[config.mk]
export PLATFORM = sky130hd
export DESIGN_NAME = linked_feedforward_compressor_flat
export DESIGN_NICKNAME = d
export VERILOG_FILES = /design/src/lfc_pkg.sv /design/src/lfc_req_if.sv /design/src/lfc_rsp_if.sv /design/src/lfc_csr.sv /design/src/lfc_mul.sv /design/src/linked_feedforward_compressor.sv /design/src/flat_wrapper.sv
export SDC_FILE = /design/constraint.sdc
export NUM_CORES = 2
export LEC_CHECK = 0
export BUFFER_PORTS_ARGS = -buffer_cell sky130_fd_sc_hd__buf_2
export CAP_MARGIN = 25
export CORE_ASPECT_RATIO = 2
export CORE_MARGIN = 1.5
export CORE_UTILIZATION = 59
export DETAILED_ROUTE_END_ITERATION = 8
export MAX_ROUTING_LAYER = met4
export PLACE_DENSITY = 0.79
export SLEW_MARGIN = 25
export SYNTH_ARGS = -nofsm -noshare
export SYNTH_HDL_FRONTEND = slang
export SYNTH_SLANG_ARGS = --single-unit
[constraint.sdc]
create_clock -name clock -period 9.75 [get_ports clock]
set_input_delay 1.4625 -clock clock [delete_from_list [all_inputs] [get_ports clock]]
set_output_delay 1.4625 -clock clock [all_outputs]
set_load 0.05 [all_outputs]
[src/lfc_pkg.sv]
// Shared types, constants and tables of the linked feed-forward compressor.
// No dependencies; every other file of the block refers to this package.
package lfc_pkg;

   localparam int SAMPLE_BITS = 24;
   localparam int CHANNELS    = 2;
   localparam int CSR_IDX_BITS = 3;
   localparam int CSR_DATA_BITS = 16;
   localparam int GR_BITS     = 15;

   // shared multiplier operand widths
   localparam int MUL_A_BITS = 24;
   localparam int MUL_B_BITS = 19;
   localparam int MUL_P_BITS = MUL_A_BITS + MUL_B_BITS;

   localparam logic [14:0] GR_MAX      = 15'd24576;
   localparam logic [18:0] DB_PER_LOG2 = 19'd394566;
   localparam logic [18:0] LOG2_PER_DB = 19'd10885;

   localparam logic [CSR_IDX_BITS-1:0] CSR_COMP_ENABLE   = 3'd0;
   localparam logic [CSR_IDX_BITS-1:0] CSR_THRESHOLD_DB  = 3'd1;
   localparam logic [CSR_IDX_BITS-1:0] CSR_RATIO_SLOPE   = 3'd2;
   localparam logic [CSR_IDX_BITS-1:0] CSR_ATTACK_COEFF  = 3'd3;
   localparam logic [CSR_IDX_BITS-1:0] CSR_RELEASE_COEFF = 3'd4;
   localparam logic [CSR_IDX_BITS-1:0] CSR_MAKEUP_GAIN   = 3'd5;

   typedef struct packed {
      logic               comp_enable;
      logic signed [15:0] threshold_db;
      logic [15:0]        ratio_slope;
      logic [15:0]        attack_coeff;
      logic [15:0]        release_coeff;
      logic [15:0]        makeup_gain;
   } cfg_type;

   // 2^(-k/16), Q.16, k = 0..16
   function automatic logic [16:0] pow2_neg(input logic [4:0] k);
      logic [16:0] v;
      unique case (k)
         5'd0:  v = 17'd65536;
         5'd1:  v = 17'd62757;
         5'd2:  v = 17'd60097;
         5'd3:  v = 17'd57549;
         5'd4:  v = 17'd55109;
         5'd5:  v = 17'd52773;
         5'd6:  v = 17'd50535;
         5'd7:  v = 17'd48393;
         5'd8:  v = 17'd46341;
         5'd9:  v = 17'd44376;
         5'd10: v = 17'd42495;
         5'd11: v = 17'd40693;
         5'd12: v = 17'd38968;
         5'd13: v = 17'd37316;
         5'd14: v = 17'd35734;
         5'd15: v = 17'd34219;
         5'd16: v = 17'd32768;
         default: v = 17'd32768;
      endcase
      return v;
   endfunction

endpackage

[src/lfc_req_if.sv]
// Input frame channel: valid/ready handshake with one stereo frame.
// Depends on lfc_pkg for the sample width.
interface lfc_req_if;
   logic                                 valid;
   logic                                 ready;
   logic signed [lfc_pkg::SAMPLE_BITS-1:0] sample_left;
   logic signed [lfc_pkg::SAMPLE_BITS-1:0] sample_right;

   modport source (output valid, sample_left, sample_right, input ready);
   modport sink   (input valid, sample_left, sample_right, output ready);
endinterface

[src/lfc_rsp_if.sv]
// Result channel: valid/ready handshake with gained samples and reduction.
// Depends on lfc_pkg for the field widths.
interface lfc_rsp_if;
   logic                                 valid;
   logic                                 ready;
   logic signed [lfc_pkg::SAMPLE_BITS-1:0] out_left;
   logic signed [lfc_pkg::SAMPLE_BITS-1:0] out_right;
   logic [lfc_pkg::GR_BITS-1:0]          gain_reduction_db;

   modport source (output valid, out_left, out_right, gain_reduction_db, input ready);
   modport sink   (input valid, out_left, out_right, gain_reduction_db, output ready);
endinterface

[src/lfc_csr.sv]
// Configuration registers of the compressor, written through a plain port.
// Depends on lfc_pkg for register indexes and the cfg_type struct.
module lfc_csr (
   input  logic                              clock,
   input  logic                              reset,
   input  logic                              csr_we,
   input  logic [lfc_pkg::CSR_IDX_BITS-1:0]  csr_index,
   input  logic [lfc_pkg::CSR_DATA_BITS-1:0] csr_wdata,
   output lfc_pkg::cfg_type                  cfg
);

   lfc_pkg::cfg_type cfg_ff, cfg_in;

   always_comb begin
      cfg_in = cfg_ff;
      if (csr_we) begin
         unique case (csr_index)
            lfc_pkg::CSR_COMP_ENABLE:   cfg_in.comp_enable   = csr_wdata[0];
            lfc_pkg::CSR_THRESHOLD_DB:  cfg_in.threshold_db  = $signed(csr_wdata);
            lfc_pkg::CSR_RATIO_SLOPE:   cfg_in.ratio_slope   = csr_wdata;
            lfc_pkg::CSR_ATTACK_COEFF:  cfg_in.attack_coeff  = csr_wdata;
            lfc_pkg::CSR_RELEASE_COEFF: cfg_in.release_coeff = csr_wdata;
            lfc_pkg::CSR_MAKEUP_GAIN:   cfg_in.makeup_gain   = csr_wdata;
            default: ;
         endcase
      end
   end

   always_ff @(posedge clock) begin
      if (reset) begin
         cfg_ff.comp_enable   <= 1'b0;
         cfg_ff.threshold_db  <= 16'sd0;
         cfg_ff.ratio_slope   <= 16'd0;
         cfg_ff.attack_coeff  <= 16'd65535;
         cfg_ff.release_coeff <= 16'd65535;
         cfg_ff.makeup_gain   <= 16'd4096;
      end else begin
         cfg_ff <= cfg_in;
      end
   end

   assign cfg = cfg_ff;

endmodule

[src/lfc_mul.sv]
// Shared unsigned multiplier with a registered product.
// Depends on lfc_pkg for the operand widths.
module lfc_mul (
   input  logic                            clock,
   input  logic [lfc_pkg::MUL_A_BITS-1:0]  op_a,
   input  logic [lfc_pkg::MUL_B_BITS-1:0]  op_b,
   output logic [lfc_pkg::MUL_P_BITS-1:0]  prod_ff
);

   logic [lfc_pkg::MUL_P_BITS-1:0] prod_in;

   assign prod_in = lfc_pkg::MUL_P_BITS'(op_a) * lfc_pkg::MUL_P_BITS'(op_b);

   always_ff @(posedge clock) begin
      prod_ff <= prod_in;
   end

endmodule

[src/linked_feedforward_compressor.sv]
// Linked stereo feed-forward compressor. One frame is taken while req is ready;
// the block then works on it alone and is not ready until the result transfers.
// All multiplications run through one registered multiplier under a sequencer:
// a compressed frame passes five normalize steps for the log detector, ten
// steps for level, target, smoothing and gain and three per channel for the
// output scaling before rsp valid; a silent frame skips the normalize, level
// and target steps, and a bypassed frame goes straight to rsp valid. The block
// is ready again the cycle after the result transfers.
// Depends on lfc_pkg, lfc_req_if, lfc_rsp_if, lfc_csr and lfc_mul.
module linked_feedforward_compressor (
   input  logic                              clock,
   input  logic                              reset,
   lfc_req_if.sink                           req_ch,
   lfc_rsp_if.source                         rsp_ch,
   input  logic                              csr_we,
   input  logic [lfc_pkg::CSR_IDX_BITS-1:0]  csr_index,
   input  logic [lfc_pkg::CSR_DATA_BITS-1:0] csr_wdata
);

   localparam int SB = lfc_pkg::SAMPLE_BITS;
   localparam int PB = lfc_pkg::MUL_P_BITS;
   localparam logic [2:0] NORM_LAST = 3'd4;
   localparam logic       CH_LAST   = 1'b1;

   typedef enum logic [15:0] {
      ST_IDLE = 16'h0001,
      ST_NORM = 16'h0002,
      ST_LOGM = 16'h0004,
      ST_TGTM = 16'h0008,
      ST_TGT  = 16'h0010,
      ST_SMUL = 16'h0020,
      ST_SUPD = 16'h0040,
      ST_GMUL = 16'h0080,
      ST_IMUL = 16'h0100,
      ST_GAIN = 16'h0200,
      ST_TOTM = 16'h0400,
      ST_TOTL = 16'h0800,
      ST_MLO  = 16'h1000,
      ST_MHI  = 16'h2000,
      ST_ACC  = 16'h4000,
      ST_DONE = 16'h8000
   } state_type;

   lfc_pkg::cfg_type cfg;

   state_type state_ff, state_in;
   logic [23:0] sr_ff, sr_in;
   logic signed [SB-1:0] samp_ff [2];
   logic signed [SB-1:0] samp_in [2];
   logic [SB-1:0] mag_ff [2];
   logic [SB-1:0] mag_in [2];
   logic signed [SB-1:0] out_ff [2];
   logic signed [SB-1:0] out_in [2];
   logic [23:0] norm_ff, norm_in;
   logic [4:0]  lz_ff, lz_in;
   logic [2:0]  cnt_ff, cnt_in;
   logic [23:0] target_ff, target_in;
   logic        up_ff, up_in;
   logic [3:0]  k_ff, k_in;
   logic [5:0]  ip_ff, ip_in;
   logic [16:0] gain_ff, gain_in;
   logic [31:0] total_ff, total_in;
   logic [39:0] acc_ff, acc_in;
   logic        ch_ff, ch_in;

   logic [lfc_pkg::MUL_A_BITS-1:0] mul_a;
   logic [lfc_pkg::MUL_B_BITS-1:0] mul_b;
   logic [PB-1:0] prod_ff;

   logic [SB-1:0]  abs_l, abs_r, peak;
   logic           norm_zero;
   logic [4:0]     amt;
   logic [20:0]    neg_log;
   logic [40:0]    nd_sum;
   logic [15:0]    nd;
   logic signed [17:0] thr_sum;
   logic [16:0]    excess;
   logic [16:0]    t_raw;
   logic [14:0]    t_sat;
   logic           up;
   logic [23:0]    diff;
   logic [40:0]    step_sum;
   logic [23:0]    step;
   logic [16:0]    g_interp;
   logic [56:0]    out_sum;
   logic [28:0]    r;
   logic [24:0]    sr_rnd;

   lfc_csr u_csr (
      .clock     (clock),
      .reset     (reset),
      .csr_we    (csr_we),
      .csr_index (csr_index),
      .csr_wdata (csr_wdata),
      .cfg       (cfg)
   );

   lfc_mul u_mul (
      .clock   (clock),
      .op_a    (mul_a),
      .op_b    (mul_b),
      .prod_ff (prod_ff)
   );

   assign abs_l = req_ch.sample_left[SB-1]  ? SB'(-req_ch.sample_left)  : req_ch.sample_left;
   assign abs_r = req_ch.sample_right[SB-1] ? SB'(-req_ch.sample_right) : req_ch.sample_right;
   assign peak  = (abs_l > abs_r) ? abs_l : abs_r;

   // binary normalize: test the top 16, 8, 4, 2, 1 bits in turn
   always_comb begin
      unique case (cnt_ff)
         3'd0: begin amt = 5'd16; norm_zero = (norm_ff[23:8]  == 16'd0); end
         3'd1: begin amt = 5'd8;  norm_zero = (norm_ff[23:16] == 8'd0);  end
         3'd2: begin amt = 5'd4;  norm_zero = (norm_ff[23:20] == 4'd0);  end
         3'd3: begin amt = 5'd2;  norm_zero = (norm_ff[23:22] == 2'd0);  end
         default: begin amt = 5'd1; norm_zero = ~norm_ff[23]; end
      endcase
   end

   assign neg_log  = {lz_ff, 16'd0} - 21'(norm_ff[22:7]);
   assign nd_sum   = 41'(prod_ff[39:0]) + 41'd8388608;
   assign nd       = nd_sum[39:24];
   assign thr_sum  = 18'(cfg.threshold_db) + $signed({2'b00, nd});
   assign excess   = thr_sum[17] ? 17'(-thr_sum) : 17'd0;
   assign t_raw    = prod_ff[32:16];
   assign t_sat    = (t_raw > 17'(lfc_pkg::GR_MAX)) ? lfc_pkg::GR_MAX : t_raw[14:0];
   assign up       = target_ff > sr_ff;
   assign diff     = up ? (target_ff - sr_ff) : (sr_ff - target_ff);
   assign step_sum = 41'(prod_ff[39:0]) + 41'd32768;
   assign step     = step_sum[39:16];
   assign g_interp = lfc_pkg::pow2_neg({1'b0, k_ff}) - 17'(prod_ff[23:12]);
   assign out_sum  = 57'(acc_ff) + {1'b0, prod_ff[39:0], 16'd0} + 57'd134217728;
   assign r        = out_sum[56:28];

   always_comb begin
      state_in  = state_ff;
      sr_in     = sr_ff;
      samp_in   = samp_ff;
      mag_in    = mag_ff;
      out_in    = out_ff;
      norm_in   = norm_ff;
      lz_in     = lz_ff;
      cnt_in    = cnt_ff;
      target_in = target_ff;
      up_in     = up_ff;
      k_in      = k_ff;
      ip_in     = ip_ff;
      gain_in   = gain_ff;
      total_in  = total_ff;
      acc_in    = acc_ff;
      ch_in     = ch_ff;
      mul_a     = '0;
      mul_b     = '0;
      unique case (state_ff)
         ST_IDLE: begin
            if (req_ch.valid) begin
               samp_in[0] = req_ch.sample_left;
               samp_in[1] = req_ch.sample_right;
               mag_in[0]  = abs_l;
               mag_in[1]  = abs_r;
               if (!cfg.comp_enable) begin
                  out_in[0] = req_ch.sample_left;
                  out_in[1] = req_ch.sample_right;
                  state_in  = ST_DONE;
               end else if (peak == '0) begin
                  // silent frame: no target
                  target_in = 24'd0;
                  state_in  = ST_SMUL;
               end else begin
                  norm_in  = peak;
                  lz_in    = 5'd0;
                  cnt_in   = 3'd0;
                  state_in = ST_NORM;
               end
            end
         end
         ST_NORM: begin
            if (norm_zero) begin
               norm_in = norm_ff << amt;
               lz_in   = lz_ff + amt;
            end
            cnt_in = cnt_ff + 3'd1;
            if (cnt_ff == NORM_LAST) state_in = ST_LOGM;
         end
         ST_LOGM: begin
            mul_a    = 24'(neg_log);
            mul_b    = lfc_pkg::DB_PER_LOG2;
            state_in = ST_TGTM;
         end
         ST_TGTM: begin
            mul_a    = 24'(excess);
            mul_b    = 19'(cfg.ratio_slope);
            state_in = ST_TGT;
         end
         ST_TGT: begin
            target_in = {1'b0, t_sat, 8'd0};
            state_in  = ST_SMUL;
         end
         ST_SMUL: begin
            up_in    = up;
            mul_a    = diff;
            mul_b    = up ? 19'(cfg.attack_coeff) : 19'(cfg.release_coeff);
            state_in = ST_SUPD;
         end
         ST_SUPD: begin
            sr_in    = up_ff ? (sr_ff + step) : (sr_ff - step);
            state_in = ST_GMUL;
         end
         ST_GMUL: begin
            mul_a    = sr_ff;
            mul_b    = lfc_pkg::LOG2_PER_DB;
            state_in = ST_IMUL;
         end
         ST_IMUL: begin
            k_in     = prod_ff[31:28];
            ip_in    = prod_ff[37:32];
            mul_a    = 24'(lfc_pkg::pow2_neg({1'b0, prod_ff[31:28]})
                         - lfc_pkg::pow2_neg(5'({1'b0, prod_ff[31:28]}) + 5'd1));
            mul_b    = 19'(prod_ff[27:16]);
            state_in = ST_GAIN;
         end
         ST_GAIN: begin
            gain_in  = g_interp >> ip_ff;
            state_in = ST_TOTM;
         end
         ST_TOTM: begin
            mul_a    = 24'(gain_ff);
            mul_b    = 19'(cfg.makeup_gain);
            state_in = ST_TOTL;
         end
         ST_TOTL: begin
            total_in = prod_ff[31:0];
            ch_in    = 1'b0;
            state_in = ST_MLO;
         end
         ST_MLO: begin
            mul_a    = mag_ff[ch_ff];
            mul_b    = 19'(total_ff[15:0]);
            state_in = ST_MHI;
         end
         ST_MHI: begin
            acc_in   = prod_ff[39:0];
            mul_a    = mag_ff[ch_ff];
            mul_b    = 19'(total_ff[31:16]);
            state_in = ST_ACC;
         end
         ST_ACC: begin
            // round half away from zero, then saturate
            if (samp_ff[ch_ff][SB-1]) begin
               out_in[ch_ff] = (r > 29'(1 << (SB - 1))) ? {1'b1, {(SB-1){1'b0}}}
                                                         : SB'(-r);
            end else begin
               out_in[ch_ff] = (r > 29'((1 << (SB - 1)) - 1)) ? {1'b0, {(SB-1){1'b1}}}
                                                               : SB'(r);
            end
            if (ch_ff == CH_LAST) begin
               state_in = ST_DONE;
            end else begin
               ch_in    = ch_ff + 1'b1;
               state_in = ST_MLO;
            end
         end
         ST_DONE: begin
            if (rsp_ch.ready) state_in = ST_IDLE;
         end
         default: state_in = ST_IDLE;
      endcase
   end

   always_ff @(posedge clock) begin
      if (reset) begin
         state_ff <= ST_IDLE;
         sr_ff    <= 24'd0;
      end else begin
         state_ff <= state_in;
         sr_ff    <= sr_in;
      end
   end

   always_ff @(posedge clock) begin
      samp_ff   <= samp_in;
      mag_ff    <= mag_in;
      out_ff    <= out_in;
      norm_ff   <= norm_in;
      lz_ff     <= lz_in;
      cnt_ff    <= cnt_in;
      target_ff <= target_in;
      up_ff     <= up_in;
      k_ff      <= k_in;
      ip_ff     <= ip_in;
      gain_ff   <= gain_in;
      total_ff  <= total_in;
      acc_ff    <= acc_in;
      ch_ff     <= ch_in;
   end

   assign sr_rnd = 25'(sr_ff) + 25'd128;

   assign req_ch.ready             = (state_ff == ST_IDLE);
   assign rsp_ch.valid             = (state_ff == ST_DONE);
   assign rsp_ch.out_left          = out_ff[0];
   assign rsp_ch.out_right         = out_ff[1];
   assign rsp_ch.gain_reduction_db = sr_rnd[22:8];

endmodule
[src/flat_wrapper.sv]
// flat-port wrapper written by rule: the top's interface ports become plain ports
module linked_feedforward_compressor_flat 
  (clock, reset, csr_we, csr_index, csr_wdata, req_ch_valid, req_ch_sample_left, req_ch_sample_right, req_ch_ready, rsp_ch_valid, rsp_ch_out_left, rsp_ch_out_right, rsp_ch_gain_reduction_db, rsp_ch_ready);
  lfc_req_if req_ch_i ();
  lfc_rsp_if rsp_ch_i ();
  input  logic clock;
  input  logic reset;
  input  logic csr_we;
  input  logic [lfc_pkg::CSR_IDX_BITS-1:0] csr_index;
  input  logic [lfc_pkg::CSR_DATA_BITS-1:0] csr_wdata;
  input wire logic [$bits(req_ch_i.valid)-1:0] req_ch_valid;
  input wire logic [$bits(req_ch_i.sample_left)-1:0] req_ch_sample_left;
  input wire logic [$bits(req_ch_i.sample_right)-1:0] req_ch_sample_right;
  output wire logic [$bits(req_ch_i.ready)-1:0] req_ch_ready;
  output wire logic [$bits(rsp_ch_i.valid)-1:0] rsp_ch_valid;
  output wire logic [$bits(rsp_ch_i.out_left)-1:0] rsp_ch_out_left;
  output wire logic [$bits(rsp_ch_i.out_right)-1:0] rsp_ch_out_right;
  output wire logic [$bits(rsp_ch_i.gain_reduction_db)-1:0] rsp_ch_gain_reduction_db;
  input wire logic [$bits(rsp_ch_i.ready)-1:0] rsp_ch_ready;
  assign req_ch_i.valid = req_ch_valid;
  assign req_ch_i.sample_left = req_ch_sample_left;
  assign req_ch_i.sample_right = req_ch_sample_right;
  assign req_ch_ready = req_ch_i.ready;
  assign rsp_ch_valid = rsp_ch_i.valid;
  assign rsp_ch_out_left = rsp_ch_i.out_left;
  assign rsp_ch_out_right = rsp_ch_i.out_right;
  assign rsp_ch_gain_reduction_db = rsp_ch_i.gain_reduction_db;
  assign rsp_ch_i.ready = rsp_ch_ready;
  linked_feedforward_compressor u_core (.clock(clock), .reset(reset), .req_ch(req_ch_i), .rsp_ch(rsp_ch_i), .csr_we(csr_we), .csr_index(csr_index), .csr_wdata(csr_wdata));
endmodule
==> results.cfg, run 1 <==
[synth]
synth_seq_area_share_pct = 24.12
netlist_instances = 5258
synth_mux_area_share_pct = 2.750
synth_top_family_by_area = adder cells
async_flop_share_pct = 0
synth_xor_xnor_area_share_pct = 5.668
ys_ff_latch = 425
synth_cell_types = 105
yosysTopAreaCellShare_pct = 15.81
syn-num-nets = 6025
synthTopCellsByArea = fa_1 (16%), edfxtp_1 (15%), ha_1 (9.5%)
synth_fa_ha_area_share_pct = 25.33
synth_edf_count = 230
synth-simple-area-share_pct = 18.17
synthFlopType = edfxtp_1
yosys.area.top_type = fa_1
syn_area_per_cell_sq_um = 8.523
yosys_warnings = 0
synth_compound_area_share_pct = 16.08
synth_area_sq_um = 44810

[clock_network]
cts_buffers = 43
htree_levels = 2
root_buffer = clkbuf_16
cts_sinks = 425
ctsHoldBuffers = 0
clockBufferDepth = 3

[floorplanning]
io_pins = 137
die_h_um = 392.8
dieWidth_um = 197.9
start_util_pct = 59.77
rows = 142

[place]
placed_cell_area_sq_um = 50660
gp_congestion = 1.148
dp_hpwl_mm = 147.5
numPortBuffers = 136

[global_route]
grt_max_degree = 89
groute.usage.overall_pct = 53.60
grt.overflow.total = 3

[status]
status = stopped before the end
error_line = [ERROR GRT-0232] Routing congestion too high. Check the congestion heatmap in the GUI.
failing_step = global routing

[sta]
grt-worst-endpoint = u_core.u_mul.prod_ff[39]$_DFF_P_/D
worstEndpointType = sequential cell input
synth_stat cells, types with 19 or more instances:
library cell and n:
nand2_1 738, inv_1 683, fa_1 354, ha_1 341, nor2_1 303, a21oi_1 289, edfxtp_1 230, o21ai_0 226
clkbuf_1 216, xnor2_1 201, dfxtp_1 195, and2_1 138, nor3_1 91, xor2_1 89, mux2i_1 86, nand3_1 78
a21o_1 66, o211ai_1 55, a31oi_1 46, nor2b_1 43, nand3b_1 38, nor4_1 38, o22ai_1 37, nand2b_1 36
o21a_1 36, nand4_1 35, and3_1 33, or3_1 33, a211oi_1 28, o31ai_1 28, or2_2 28, a22oi_1 26
mux2_2 22, o221ai_1 21, o21bai_1 19
stage by stage:
| step | std cells | hold WS (ns) | worst slack (ns) |
|---|---|---|---|
| detailed placement | 6720 | 0.4363 | -0.6535 |
| floorplan | 5258 | 0.4064 | -0.003513 |
| CTS | 6837 | 0.4471 | -0.03111 |
| global placement | 6720 | 0.4248 | -0.6039 |
layer usage:
metal / global-route usage [%] / GRT overflow
met1: 49.25 / 0
met2: 83.78 / 2
met3: 17.27 / 0
met4: 57.78 / 1
met5: - / -
what timing repair did:
item,in CTS
pin swaps,64
setup endpoints to repair,30
gates cloned,2
resized for setup,143
buffers inserted,36
logic make-up after synthesis:
family | count (synthesis)
DFF | 425
adders and majority gates | 695
buffers and inverters | 933
and+or+nand+nor | 1708
AOI/OAI and AO/OA | 1092
muxes | 114
other | 1
xor gates and xnor gates | 290
==> inputs of run 2 (changes only) <==
CORE_ASPECT_RATIO = unset   (was 2)
CORE_UTILIZATION = 40   (was 59)
MAX_ROUTING_LAYER = unset   (was met4)
PLACE_DENSITY = unset   (was 0.79)
PLACE_DENSITY_LB_ADDON = 0.15   (was unset)
clock period = 12.68 ns   (was 9.75 ns; I/O delays follow)
==> results.cfg, run 2 <==
[worst_hold_path]
worstHoldPathType = flip-flop to flip-flop
hp-start = u_core.u_mul.prod_ff[0]
hold-path-endpoint = u_core.total_ff[0]
whs_path_depth = 0

[worst_setup_path]
crit_required_ns = 13.17
cpPeakStageDelay_ns = 0.75
startpoint_type = flip-flop
crit_type = flip-flop to flip-flop
reg2reg_depth = 39
crit_buf_inv = 7
crit_family = adder cells
crit_top_cell = fa_1
worstPathArrival_ns = 12.55
startpoint = u_core.u_mul.prod_ff[24]
worst-path-max-fanout = 16
end_kind = flip-flop
r2r_setup_slack_ns = 0.62
r2r_start = u_core.u_mul.prod_ff[24]
cp_slowest_cell = dfxtp_1

[drt]
wl_per_cell_um = 24.67
num_vias = 39390
routed_via_density = 5.752
drt_iter0_drc = 4015
routed_wl_mm = 168.9
ant_nets = 0
drtPass1Iterations = 5
drc = 0

[sta]
finalClockSkew_ns = 0.01842
worst_pin_slew_ns = 1.037
slew_headroom_pct = 29.10
fin_crit_sh_pct = 95.09
finalSetupViolCount = 0
slew_viol_final = 0
fmax_mhz = 82.94
holdWs_ns = 0.4457
fin_ws_ns = 0.6226
hold_violations = 0
tns_ns = 0
rsz0062_at_grt = false
min_period_ns = 12.06

[floorplanning]
dieWidth_um = 337.7
rows = 122
core_sq_um = 110800
die_area_sq_um = 114100
start_util_pct = 40.44
io_pins = 137
die_h_um = 337.7

[clock_network]
cts_sinks = 425
cts_buffers = 46
post_cts_buffers = 0
cts_tree = yes
htree_levels = 2
post_cts_resized = 0
path_clk_slew_ns = 0.06
ctsHoldBuffers = 0
clockBufferDepth = 3
insertion_delay_ns = 0.62
root_buffer = clkbuf_16

[global_route]
grt_max_degree = 83
grt.overflow.total = 0
grt_pass1_vias = 37630
groute.usage.overall_pct = 29.45
antenna_found_initial = 19
grt_pass1_wl_mm = 248.9

[final_layout]
nets = 6085
drive_gt1_share_pct = 8.439
area_delta_synth_final_pct = 9.426
final_cell_mix = nand2_1 (737), inv_1 (682), fa_1 (354)
largest_reg_flops = 81
final_cells = 6847
final_common_cell = nand2_1
fillers = 11220

[synth]
syn_area_per_cell_sq_um = 8.523
synth_seq_area_share_pct = 24.12
netlist_instances = 5258
async_flop_share_pct = 0
ys_ff_latch = 425
synthTopCellsByArea = fa_1 (16%), edfxtp_1 (15%), ha_1 (9.5%)
synth_most_common_cell = nand2_1
synthFlopType = edfxtp_1
synth_area_sq_um = 44810
synth_cell_types = 105
yosys.area.top_type = fa_1
syn-num-nets = 6025
synth_edf_count = 230
yosysTopAreaCellShare_pct = 15.81
ys_top_cells_by_count = nand2_1 (738), inv_1 (683), fa_1 (354), ha_1 (341), nor2_1 (303)
yosys_warnings = 0

[power]
power_uw = 3275
p_leak_uw = 0.02153
power.density_nw_per_um2 = 66.79
ir_drop_uv = 103.0

[place]
dpl.cell_count = 6758
numPortBuffers = 136
pre_cts_slack_ns = 0.2811
gp_congestion = 1.000
dp_hpwl_mm = 134.2

[flow_run]
drv_cap = 0

[status]
status = completed
## run 2: through the flow
stage                     instance area, sq um  utilization (%)
final                                    49040            44.25
after global routing                     49030            44.24
after CTS                                48990            44.21
after detailed placement                 47470            42.84
after global placement                   47460            42.83
after floorplan                          44810                -
## run 2: cell type report
cell class	instances	area [sq um]	share of cell area (%)
antenna	3	7.507	0.01531
clock buffer	67	1323	2.697
clock inverter	19	200.2	0.4082
inverter	690	2591	5.284
multi-input combinational	3900	30660	62.51
sequential	425	10810	22.04
tap	1488	1862	3.797
timing repair buffer	255	1589	3.240
## run 2: logic make-up after synthesis
family                     count (synthesis)  share of synthesized area (%)
and+or+nand+nor                         1708                          18.17
DFF                                      425                          24.12
buffers and inverters                    933                          7.859
adders and majority gates                695                          25.33
muxes                                    114                          2.750
other                                      1                       0.008368
xor gates and xnor gates                 290                          5.668
AOI/OAI and AO/OA                       1092                          16.08
## run 2: report_power, final
part	internal, uW	switching, uW
clock	791	619
sequential	1500	18.1
combinational	100	250
## run 2: worst reg2reg max path: cells and delay by family (launching register included)
family | cells | cell delay [ns]
buffers and inverters | 7 | 0.70
flip-flops | 1 | 0.75
adder cells (fa/ha/maj) | 9 | 4.29
AND/OR/NAND/NOR | 6 | 1.48
XOR/XNOR | 3 | 0.68
AO/OA/AOI/OAI | 14 | 4.03
## run 2: worst max path at each step
| stage | endpoint | slack, ns | cells past startpoint |
|---|---|---|---|
| 3_5_place_dp | flip-flop | 0.28 | 37 |
| 3_3_place_gp | flip-flop | 0.58 | 36 |
| 4_1_cts | flip-flop | 0.24 | 36 |
| 6_report | flip-flop | 0.62 | 39 |
| 5_1_grt | flip-flop | 0.09 | 40 |
| 2_1_floorplan | flip-flop | 2.11 | 44 |
## run 2: layer usage
metal	part of all wire [%]	GRT usage, %	routed length [um]
met1	45	41.80	75200
met2	44	45.32	73830
met3	7.7	4.428	13040
met4	4.0	10.54	6714
met5	0.070	0	119
Note: power is estimated with default switching activity, not from simulation.
